==> src/hw/rtl/first_fit_heap_allocator_core_macros.svh <==
// ----------------------------------------------------------------------------
// Assertion macros for the first-fit allocator.
// ----------------------------------------------------------------------------
`ifndef FIRST_FIT_HEAP_ALLOCATOR_CORE_MACROS_SVH
`define FIRST_FIT_HEAP_ALLOCATOR_CORE_MACROS_SVH

// implication checked every edge outside reset
`define FFA_ASSERT_IMP(label, clk, rst_n, ante, cons) \
    label: assert property (@(posedge clk) disable iff (!rst_n) (ante) |-> (cons)) \
        else $error("assertion failed");

// implication checked on the next edge
`define FFA_ASSERT_NEXT(label, clk, rst_n, ante, cons) \
    label: assert property (@(posedge clk) disable iff (!rst_n) (ante) |=> (cons)) \
        else $error("assertion failed");

`endif

==> src/hw/rtl/ffa_pkg.sv <==
// ----------------------------------------------------------------------------
// ffa_pkg
// Shared types and constants of the first-fit allocator.
// ----------------------------------------------------------------------------
package ffa_pkg;
    localparam int unsigned ArenaWordsDef = 4096;
    localparam int unsigned LinkW = 13;
    localparam int unsigned IdxW  = 12;
    localparam logic [12:0] LimitReset = 13'd4096;
    localparam logic [15:0] MinBytes = 16'd14;
    localparam logic [15:0] MaxBytes = 16'd32762;
    localparam logic [11:0] GrowWords = 12'd17;

    typedef enum logic [1:0] {
        CMD_ALLOC = 2'd0,
        CMD_FREE  = 2'd1,
        CMD_SIZE  = 2'd2,
        CMD_NONE  = 2'd3
    } t_cmd;

    typedef enum logic [2:0] {
        ST_OK      = 3'd0,
        ST_NULL    = 3'd1,
        ST_BIG     = 3'd2,
        ST_NOMEM   = 3'd3,
        ST_CORRUPT = 3'd4
    } t_status;

    typedef struct packed {
        logic        we;
        logic [11:0] waddr;
        logic [12:0] wdata;
        logic        re;
        logic [11:0] raddr;
    } t_mem_req;
endpackage

==> src/hw/rtl/ffa_walker.sv <==
// ----------------------------------------------------------------------------
// ffa_walker
// Command sequencer: walks, merges, splits and grows the block chain.
// ----------------------------------------------------------------------------
module ffa_walker #(
    parameter int unsigned ARENA_WORDS = ffa_pkg::ArenaWordsDef
) (
    input  logic              i_clk,
    input  logic              i_rst_n,
    input  logic              i_start,
    input  logic [1:0]        i_cmd,
    input  logic [15:0]       i_bytes,
    input  logic [11:0]       i_bidx,
    input  logic [12:0]       i_limit,
    input  logic [12:0]       i_rdata,
    output ffa_pkg::t_mem_req o_req,
    output logic              o_busy,
    output logic              o_done,
    output logic [2:0]        o_status,
    output logic [11:0]       o_result,
    output logic [12:0]       o_usable
);
    import ffa_pkg::*;
    localparam int unsigned StepLimit = 8 * ARENA_WORDS + 64;
    localparam int unsigned StepW = $clog2(StepLimit + 2);
    localparam logic [12:0] CapP = (ARENA_WORDS > 4096) ? 13'd4096 : 13'(ARENA_WORDS);

    typedef enum logic [3:0] {
        S_IDLE, S_SETUP, S_RDP, S_CHKP, S_RDQ, S_CHKQ, S_GROW1, S_GROW2, S_GROW3,
        S_SPLIT, S_FREE_RD, S_FREE_WR, S_SIZE_RD, S_SIZE_CHK, S_DONE
    } t_state;

    t_state      r_state;
    logic [12:0] r_top, r_p, r_q, r_lp, r_cap;
    logic [14:0] r_nw, r_ntop;
    logic [StepW-1:0] r_steps;
    logic        r_wraps;
    logic [2:0]  r_status;
    logic [11:0] r_result;
    logic [12:0] r_usable;
    logic [15:0] r_bytes;
    t_mem_req    r_req;
    logic [12:0] w_nq, w_np;
    logic [15:0] w_clamp;

    assign w_nq = {1'b0, i_rdata[11:0]};
    assign w_np = {1'b0, r_lp[11:0]};
    assign w_clamp = (i_bytes < MinBytes) ? MinBytes : i_bytes;

    always_ff @(posedge i_clk) begin
        if (!i_rst_n) begin
            r_state <= S_IDLE;
            r_top   <= 13'd1;
            r_req   <= '0;
        end else begin
            r_req.we <= 1'b0;
            r_req.re <= 1'b0;
            // hold while the read is in flight
            if (!r_req.re) begin
                case (r_state)
                    S_IDLE: if (i_start) begin
                        r_status <= ST_OK;
                        r_result <= '0;
                        r_usable <= '0;
                        r_bytes  <= w_clamp;
                        r_cap    <= (i_limit > CapP) ? CapP : i_limit;
                        r_steps  <= '0;
                        r_wraps  <= 1'b0;
                        r_p      <= '0;
                        case (i_cmd)
                            CMD_ALLOC: begin
                                if (i_bytes == 16'd0) begin
                                    r_status <= ST_NULL;
                                    r_state  <= S_DONE;
                                end else if (w_clamp > MaxBytes) begin
                                    r_status <= ST_BIG;
                                    r_state  <= S_DONE;
                                end else begin
                                    r_state <= S_SETUP;
                                end
                            end
                            CMD_FREE: begin
                                r_p     <= {1'b0, i_bidx - 12'd1};
                                r_state <= (i_bidx == '0) ? S_DONE : S_FREE_RD;
                            end
                            CMD_SIZE: begin
                                r_p     <= {1'b0, i_bidx - 12'd1};
                                r_state <= (i_bidx == '0) ? S_DONE : S_SIZE_RD;
                            end
                            default: r_state <= S_DONE;
                        endcase
                    end
                    S_SETUP: begin
                        r_nw    <= 15'((17'(r_bytes) + 17'd3) >> 1);
                        r_state <= S_RDP;
                    end
                    S_RDP: begin
                        if (32'(r_steps) + 1 > StepLimit) begin
                            r_status <= ST_CORRUPT;
                            r_state  <= S_DONE;
                        end else begin
                            r_steps   <= r_steps + 1'b1;
                            r_req.re  <= 1'b1;
                            r_req.raddr <= r_p[11:0];
                            r_state   <= S_CHKP;
                        end
                    end
                    S_CHKP: begin
                        r_lp <= i_rdata;
                        if (!i_rdata[12]) begin
                            if (w_nq <= r_p || w_nq > r_top) begin
                                r_status <= ST_CORRUPT;
                                r_state  <= S_DONE;
                            end else begin
                                r_q <= w_nq;
                                r_req.re <= 1'b1;
                                r_req.raddr <= w_nq[11:0];
                                r_state <= S_CHKQ;
                            end
                        end else begin
                            r_state <= S_RDQ;
                        end
                    end
                    S_CHKQ: begin
                        if (i_rdata[12]) begin
                            if (15'(r_q) >= 15'(r_p) + r_nw) begin
                                r_state <= S_SPLIT;
                            end else begin
                                r_state <= S_RDQ;
                            end
                        end else if (r_q >= r_top || 32'(r_steps) + 1 > StepLimit
                                     || w_nq <= r_p || w_nq > r_top) begin
                            r_status <= ST_CORRUPT;
                            r_state  <= S_DONE;
                        end else begin
                            r_steps <= r_steps + 1'b1;
                            r_req.we <= 1'b1;
                            r_req.waddr <= r_p[11:0];
                            r_req.wdata <= i_rdata;
                            r_lp <= i_rdata;
                            r_q <= w_nq;
                            r_req.re <= 1'b1;
                            r_req.raddr <= w_nq[11:0];
                        end
                    end
                    S_RDQ: begin
                        if (w_np > r_p) begin
                            if (w_np > r_top) begin
                                r_status <= ST_CORRUPT;
                                r_state  <= S_DONE;
                            end else begin
                                r_p <= w_np;
                                r_state <= S_RDP;
                            end
                        end else if (r_p != r_top || w_np != '0) begin
                            r_status <= ST_CORRUPT;
                            r_state  <= S_DONE;
                        end else begin
                            r_p <= '0;
                            if (r_wraps) begin
                                r_ntop  <= 15'(r_top) + ((r_nw < 15'(GrowWords)) ?
                                           15'(GrowWords) + 15'd1 : r_nw + 15'd1);
                                r_state <= S_GROW1;
                            end else begin
                                r_wraps <= 1'b1;
                                r_state <= S_RDP;
                            end
                        end
                    end
                    S_GROW1: begin
                        if (r_ntop >= 15'(r_cap)) begin
                            r_status <= ST_NOMEM;
                            r_state  <= S_DONE;
                        end else begin
                            r_req.we <= 1'b1;
                            r_req.waddr <= r_top[11:0];
                            r_req.wdata <= r_top + 13'd1;
                            r_state <= S_GROW2;
                        end
                    end
                    S_GROW2: begin
                        r_req.we <= 1'b1;
                        r_req.waddr <= 12'(r_top + 13'd1);
                        r_req.wdata <= r_ntop[12:0];
                        r_state <= S_GROW3;
                    end
                    S_GROW3: begin
                        r_req.we <= 1'b1;
                        r_req.waddr <= r_ntop[11:0];
                        r_req.wdata <= 13'h1000;
                        r_top <= r_ntop[12:0];
                        r_wraps <= 1'b0;
                        r_p <= '0;
                        r_state <= S_RDP;
                    end
                    S_SPLIT: begin
                        if (15'(r_q) > 15'(r_p) + r_nw) begin
                            r_req.we <= 1'b1;
                            r_req.waddr <= 12'(15'(r_p) + r_nw);
                            r_req.wdata <= r_lp;
                        end
                        r_state <= S_FREE_WR;
                        r_result <= 12'(r_p + 13'd1);
                        r_lp <= {1'b1, 12'(15'(r_p) + r_nw)};
                    end
                    S_FREE_RD: begin
                        r_req.re <= 1'b1;
                        r_req.raddr <= r_p[11:0];
                        r_state <= S_FREE_WR;
                    end
                    S_FREE_WR: begin
                        r_req.we <= 1'b1;
                        r_req.waddr <= r_p[11:0];
                        r_req.wdata <= (r_status == ST_OK && r_result != '0) ? r_lp
                                       : (i_rdata & 13'h0FFF);
                        r_state <= S_DONE;
                    end
                    S_SIZE_RD: begin
                        r_req.re <= 1'b1;
                        r_req.raddr <= r_p[11:0];
                        r_state <= S_SIZE_CHK;
                    end
                    S_SIZE_CHK: begin
                        if (w_nq > r_p) begin
                            r_usable <= 13'((w_nq - r_p) << 1);
                        end
                        r_state <= S_DONE;
                    end
                    S_DONE: r_state <= S_IDLE;
                    default: r_state <= S_IDLE;
                endcase
            end
        end
    end

    assign o_req    = r_req;
    assign o_busy   = (r_state != S_IDLE);
    assign o_done   = (r_state == S_DONE);
    assign o_status = r_status;
    assign o_result = r_result;
    assign o_usable = r_usable;
endmodule

==> config.mk <==
export PLATFORM = sky130hd
export DESIGN_NAME = ffa_walker
export DESIGN_NICKNAME = d
export VERILOG_FILES = /design/src/hw/rtl/first_fit_heap_allocator_core_macros.svh /design/src/hw/rtl/ffa_pkg.sv /design/src/hw/rtl/ffa_walker.sv
export SDC_FILE = /design/constraint.sdc
export NUM_CORES = 1
export LEC_CHECK = 0
export ABC_AREA = 1
export BUFFER_PORTS_ARGS = -buffer_cell sky130_fd_sc_hd__buf_2
export CAP_MARGIN = 30
export CORE_ASPECT_RATIO = 1.5
export CORE_MARGIN = 10
export CORE_UTILIZATION = 50
export DETAILED_ROUTE_END_ITERATION = 10
export PLACE_DENSITY = 0.7
export REMOVE_ABC_BUFFERS = 1
export SYNTH_ARGS = -nofsm -noshare
export SYNTH_HDL_FRONTEND = slang
export SYNTH_SLANG_ARGS = --single-unit
==> constraint.sdc <==
create_clock -name i_clk -period 5.75 [get_ports i_clk]
set_clock_uncertainty 0.15 [all_clocks]
set_input_delay 0.8625 -clock i_clk [delete_from_list [all_inputs] [get_ports i_clk]]
set_output_delay 0.8625 -clock i_clk [all_outputs]
set_load 0.01 [all_outputs]
Word-level counts from Yosys, hierarchy flattened
Cells that the tools add are included.
- output and inout port bits: 69
- register bits: 199
- bits of input ports: 59
- logic and storage cells: 198
- muxes and demuxes: 70
- $add $sub $neg: 10
- reductions and logical operators: 44
- magnitude comparators: 14
- equality and inequality tests: 37
- bitwise gates (word level): 4
- operator list (cell ; count):
    2-to-1 mux 13 bit ; 14
    case mux 26 bit (6 select lines) ; 1
    2-to-1 mux 16 bit ; 5
    2-to-1 mux 39 bit ; 2
    case mux 13 bit (3 select lines) ; 2
    greater-than comparator 12 x 13 -> 1 bit ; 4
    2-to-1 mux 26 bit ; 2
    2-to-1 mux 4 bit ; 13
    case mux 13 bit (2 select lines) ; 2
    case mux 13 bit (4 select lines) ; 1
    case mux 16 bit (3 select lines) ; 1
    case mux 4 bit (11 select lines) ; 1
    2-to-1 mux 3 bit ; 12
    adder 13 x 15 -> 15 bit ; 2
    inequality test 2 bit (second input constant) ; 15
    equality test 4 bit (second input constant) ; 7
    2-to-1 mux 12 bit ; 2
    case mux 12 bit (2 select lines) ; 1
    AND reduction 6 bit ; 4
    AND reduction 7 bit ; 3
    case mux 3 bit (6 select lines) ; 1
    adder 16 x 1 -> 17 bit (second input constant) ; 1
    greater-than comparator 17 x 16 -> 1 bit (second input constant) ; 1
    adder 16 x 1 -> 16 bit (second input constant) ; 1
    other kinds (47) ; 81

Depth between registers and ports, before layout
- depth after elaboration: 8
- depth in mapped cells: 22
- gate-level depth less buffers: 22

Worst setup path after synthesis
No wires, ideal clock.
- path kind: input to register
- start: input port i_rdata[0]
- end: register r_steps[0] (enable)
- arrival time: 3790 ps
- stages on the path: 14
- slack: 1380 ps
- required time: 5170 ps
- path through: inv_1 -> ha_1 -> nand3b_1 -> nand2_1 -> nand3_1 -> nand2_1 -> nand3_1 -> nand3_1 -> nand2_1 -> nor2_2 -> nand4_4 -> nand2_4 -> inv_1 -> nor4_1
- cells in the longest elaborated chain, start to end: 5
- elaborated cells on any way between the ends: 6
- ends and longest elaborated chain (item ; RTL line ; source):
    start: declaration ; ffa_walker.sv:15 ; input logic [12:0] i_rdata,
    less-or-equal comparator 12 x 13 -> 1 bit ; ffa_walker.sv:132 ; || w_nq <= r_p || w_nq > r_top) begin
    logical OR 1 bit ; ffa_walker.sv:132 ;
    logical OR 1 bit (*) ; ffa_walker.sv:132 ;
    inequality test 2 bit (no line) (*) ; n/a ;
    AND reduction 7 bit (no line) (*) ; n/a ;
    end signal: assignment ; ffa_walker.sv:102 ; r_steps <= r_steps + 1'b1;
    end signal: assignment ; ffa_walker.sv:136 ; r_steps <= r_steps + 1'b1;
    end: declaration ; ffa_walker.sv:36 ; logic [StepW-1:0] r_steps;
Every way passes the cells marked *; elsewhere a longest branch is shown, timed or not.
A chain may end at the register's enable or synchronous reset.

Final worst setup path
- start: register r_p[0]
- end: register r_req (netlist bit o_req[20])
- cells in the longest elaborated chain, start to end: 5
- elaborated cells on any way between the ends: 8
- ends and longest elaborated chain (item ; RTL line ; source):
    start: declaration ; ffa_walker.sv:34 ; logic [12:0] r_top, r_p, r_q, r_lp, r_cap;
    start signal: assignment ; ffa_walker.sv:83 ; r_p <= {1'b0, i_bidx - 12'd1};
    start signal: assignment ; ffa_walker.sv:87 ; r_p <= {1'b0, i_bidx - 12'd1};
    start signal: assignment ; ffa_walker.sv:152 ; r_p <= w_np;
    branches (longest 4 deep; another with adder 13 x 15 -> 15 bit) ; n/a ;
    AND reduction 6 bit (no line) (*) ; n/a ;
    end: declaration ; ffa_walker.sv:42 ; t_mem_req r_req;
Every way passes the cells marked *.

==> out/metrics.yaml <==
layout:
  nets: 2194
  diodes: 0
  drive_gt1_frac: 0.104
  area_growth_pct: 10.8
pwr:
  seq_power_share: 0.349
  powerDensity_nw_per_um2: 401
  comb_power_share: 0.466
  intPower_mw: 3.46
  leakagePower_nw: 7.09
  p_sw_mw: 2.95
  p_sw_frac: 0.460
  clockPowerShare: 0.185
  ir_worst_vdd_v: 0.000273
setup_path:
  slowest_stage: "edfxtp_1"
  crit_required_ns: 5.94
  path_class: "flip-flop to flip-flop"
  crit_path_end_kind: "flip-flop"
  crit_buf_inv: 1
  cp.arrival_ns: 4.88
  r2r_start: "r_p[0]"
  worstPathCellList: "ha_1, fa_1, nand2_1, nand2_1, nand3_1, nand2_1, xor2_1, inv_1, ha_1, nand2_1, o21a_1, a21boi_0, nand3_2, nand3_4, nand2_2, nand2_1, nand3_2, nand2_1, a21oi_1"
  start_kind: "flip-flop"
  cpPeakStageDelay_ns: 0.63
  path_delay_family: "simple AND/OR/NAND/NOR gates"
  r2r_setup_slack_ns: 1.06
  path_common_cell: "nand2_1"
  crit_cells: 19
  r2r_end: "o_req[20]"
  cp_max_fo: 25
  r2r_cells: 19
detailed_routing:
  wl_per_cell_um: 21.8
  num_vias: 14100
  drc: 0
  drtAntennaViolNets: 0
  drtPass1Iterations: 8
  routed_via_density: 5.83
  wirelength_um: 52600
  drt_iter0_markers: 1328
min_path:
  min_path_type: "flip-flop to flip-flop"
  min_to: "o_req[24]"
  hold_depth: 2
  hold_start: "o_req[24]"
yosys:
  async_flop_share: 0
  syn_avg_cell_area_um2: 7.55
  synth.distinct_cells: 58
  yosysSeqAreaShare: 0.369
  yosys_warnings: 0
  synth_edf_count: 140
  syn_inst: 1912
  ys.flop_type: "edfxtp_1"
  synth_area_um2: 14400
  ys_ff_latch: 196
global_routing:
  grt_pass1_vias: 13600
  grt_pass1_wl_um: 78300
  grt_max_degree: 53
  antenna_found_initial: 0
  grt.overflow.total: 0
  grtUsageTotal: 0.289
timing:
  rsz0062_at_grt: "false"
  min_period_ns: 4.69
  period_share: 0.816
  worstMarginPinSlew_ns: 1.08
  setup-tns-final_ns: 0
  max-slew-margin-rel: 0.275
  layout_setup_ws_ns: 1.06
  fmax_ghz: 0.213
  hold_viol_final: 0
  finalSetupViolations: 0
  drv_slew: 0
floorplanning:
  die_w_um: 159
  core_um2: 28600
  dieHeight_um: 228
  die_area_um2: 36200
  start_util: 0.504
  ioPinCount: 128
  rows: 76
clocking:
  cts_tree: "done"
  cts_max_level: 4
  cts_root_buffer: "clkbuf_16"
  cts_buffer_depth: 2
  cts_resized: 0
  clk_latency_ns: 0.48
  post_cts_buffers: 0
  cts.clk_slew.worst_paths_ns: 0.07
  hold_buffers: 0
  numCtsBuffers: 17
  clock-sinks: 196
run:
  cap_viol_max_count: 0
place:
  pre_cts_ws_ns: 1.13
  port_buffers: 126
  dp_hpwl_um: 41400
  gp_congestion: 1.07
outcome:
  outcome: "finished clean"
-- through the flow --
| step | total power, mW | cells | hold slack (ns) | instance area (um2) | util |
|---|---|---|---|---|---|
| 4_1_cts | 6.36 | 2417 | 0.314 | 16000 | 0.559 |
| 3_3_place_gp | 5.12 | 2384 | 0.307 | 15400 | 0.539 |
| 6_report | 6.41 | 2417 | 0.314 | 16000 | 0.559 |
| 2_1_floorplan | 4.11 | 1856 | 0.314 | 14200 | - |
| 3_5_place_dp | 5.18 | 2385 | 0.305 | 15400 | 0.539 |
| 5_1_grt | 6.81 | 2417 | 0.340 | 16000 | 0.559 |
-- tightest hold or removal path, delay by kind of cell (launching register included) --
family | cells | cell delay, ns
AO/OA/AOI/OAI | 1 | 0.06
flip-flops | 1 | 0.31
AND/OR/NAND/NOR | 1 | 0.06
-- layout make-up --
| class | instances | area [um2] |
|---|---|---|
| multi-input cells | 1413 | 7960 |
| well taps | 390 | 488 |
| clock buffers | 22 | 464 |
| flip-flops and latches | 196 | 5330 |
| clock inverters | 10 | 101 |
| inverters | 247 | 927 |
| fillers | 2752 | 12600 |
| repair buffers | 139 | 728 |
-- registers in the layout, summed over array words and instances (netlist names) --
signal and cells:
o_usable 12, o_req 39, r_bytes 16, r_nw 15
r_wraps 1, r_ntop 15, r_lp 13, r_state 4
r_q 12, r_top 13, o_status 3, o_result 12
r_p 12, r_steps 16, r_cap 13
-- cell usage after synthesis, types with 21 or more instances --
| cell | instances | area [um2] |
|---|---|---|
| nand3_1 | 112 | 561 |
| nor3_1 | 42 | 210 |
| nand4_1 | 60 | 375 |
| ha_1 | 118 | 1480 |
| edfxtp_1 | 140 | 4200 |
| inv_1 | 239 | 897 |
| nor4_1 | 21 | 131 |
| xor2_1 | 47 | 412 |
| o21ai_0 | 106 | 531 |
| clkbuf_1 | 43 | 161 |
| dfxtp_1 | 56 | 1120 |
| nor2_1 | 190 | 713 |
| a21oi_1 | 161 | 806 |
| nand2_1 | 417 | 1570 |
-- metal layers --
metal	track usage	up-vias	share of wire
met2	0.484	649	0.48
met5	0	-	0
met3	0.0478	248	0.069
li1	-	6712	-
met4	0.252	0	0.099
met1	0.305	6477	0.35
-- worst max-delay path by stage --
| stage | slack (ns) | from | to |
|---|---|---|---|
| after floorplan | 1.38 | i_rdata[0] | r_steps[0] |
| after global placement | 1.26 | r_p[0] | o_req[25] |
| after detailed placement | 1.13 | r_p[0] | o_req[19] |
| after CTS | 1.09 | r_p[0] | o_req[19] |
| after global routing | 0.73 | r_p[0] | o_req[16] |
| final | 1.06 | r_p[0] | o_req[20] |
-- power groups by stage --
stage / combinational (mW) / sequential (mW) / clock [mW]
2_1_floorplan: 1.94 / 2.17 / 0
3_3_place_gp: 2.88 / 2.24 / 0
3_5_place_dp: 2.93 / 2.25 / 0
4_1_cts: 2.95 / 2.22 / 1.19
5_1_grt: 3.32 / 2.26 / 1.24
6_report: 2.99 / 2.24 / 1.19
-- placed cells by master, fill, tap and decap left out, types with 4 or more instances in the layout --
master / count
a211oi_1: 4
nor2_4: 4
nor3b_1: 4
inv_1: 239
nor2_2: 7
nand3_2: 8
o21ai_0: 106
o31ai_1: 4
xor2_1: 47
a31oi_1: 5
inv_2: 4
o21bai_1: 8
clkbuf_16: 17
nor4_1: 20
ha_1: 118
buf_2: 126
edfxtp_1: 140
o221ai_1: 5
xnor2_1: 13
nand4_1: 60
nor3_1: 39
dfxtp_1: 56
or2_2: 5
nand3b_1: 5
o211ai_1: 19
nand3_1: 112
a21oi_1: 161
clkinv_1: 4
o22ai_1: 7
buf_4: 13
clkinvlp_4: 4
nand2_2: 6
nor2_1: 188
nand2_1: 417
-- cells by family (layout without fill, tap and decap cells) --
logic type / Yosys count / in the layout / synth area share
other cells: 1 / 1 / 0.000260
buf+inv: 303 / 418 / 0.0816
xor+xnor: 60 / 60 / 0.0364
fa+ha+maj: 121 / 121 / 0.106
simple gates: 890 / 890 / 0.274
flops: 196 / 196 / 0.369
compound gates: 341 / 341 / 0.132
(Power assumes the default switching activity.)
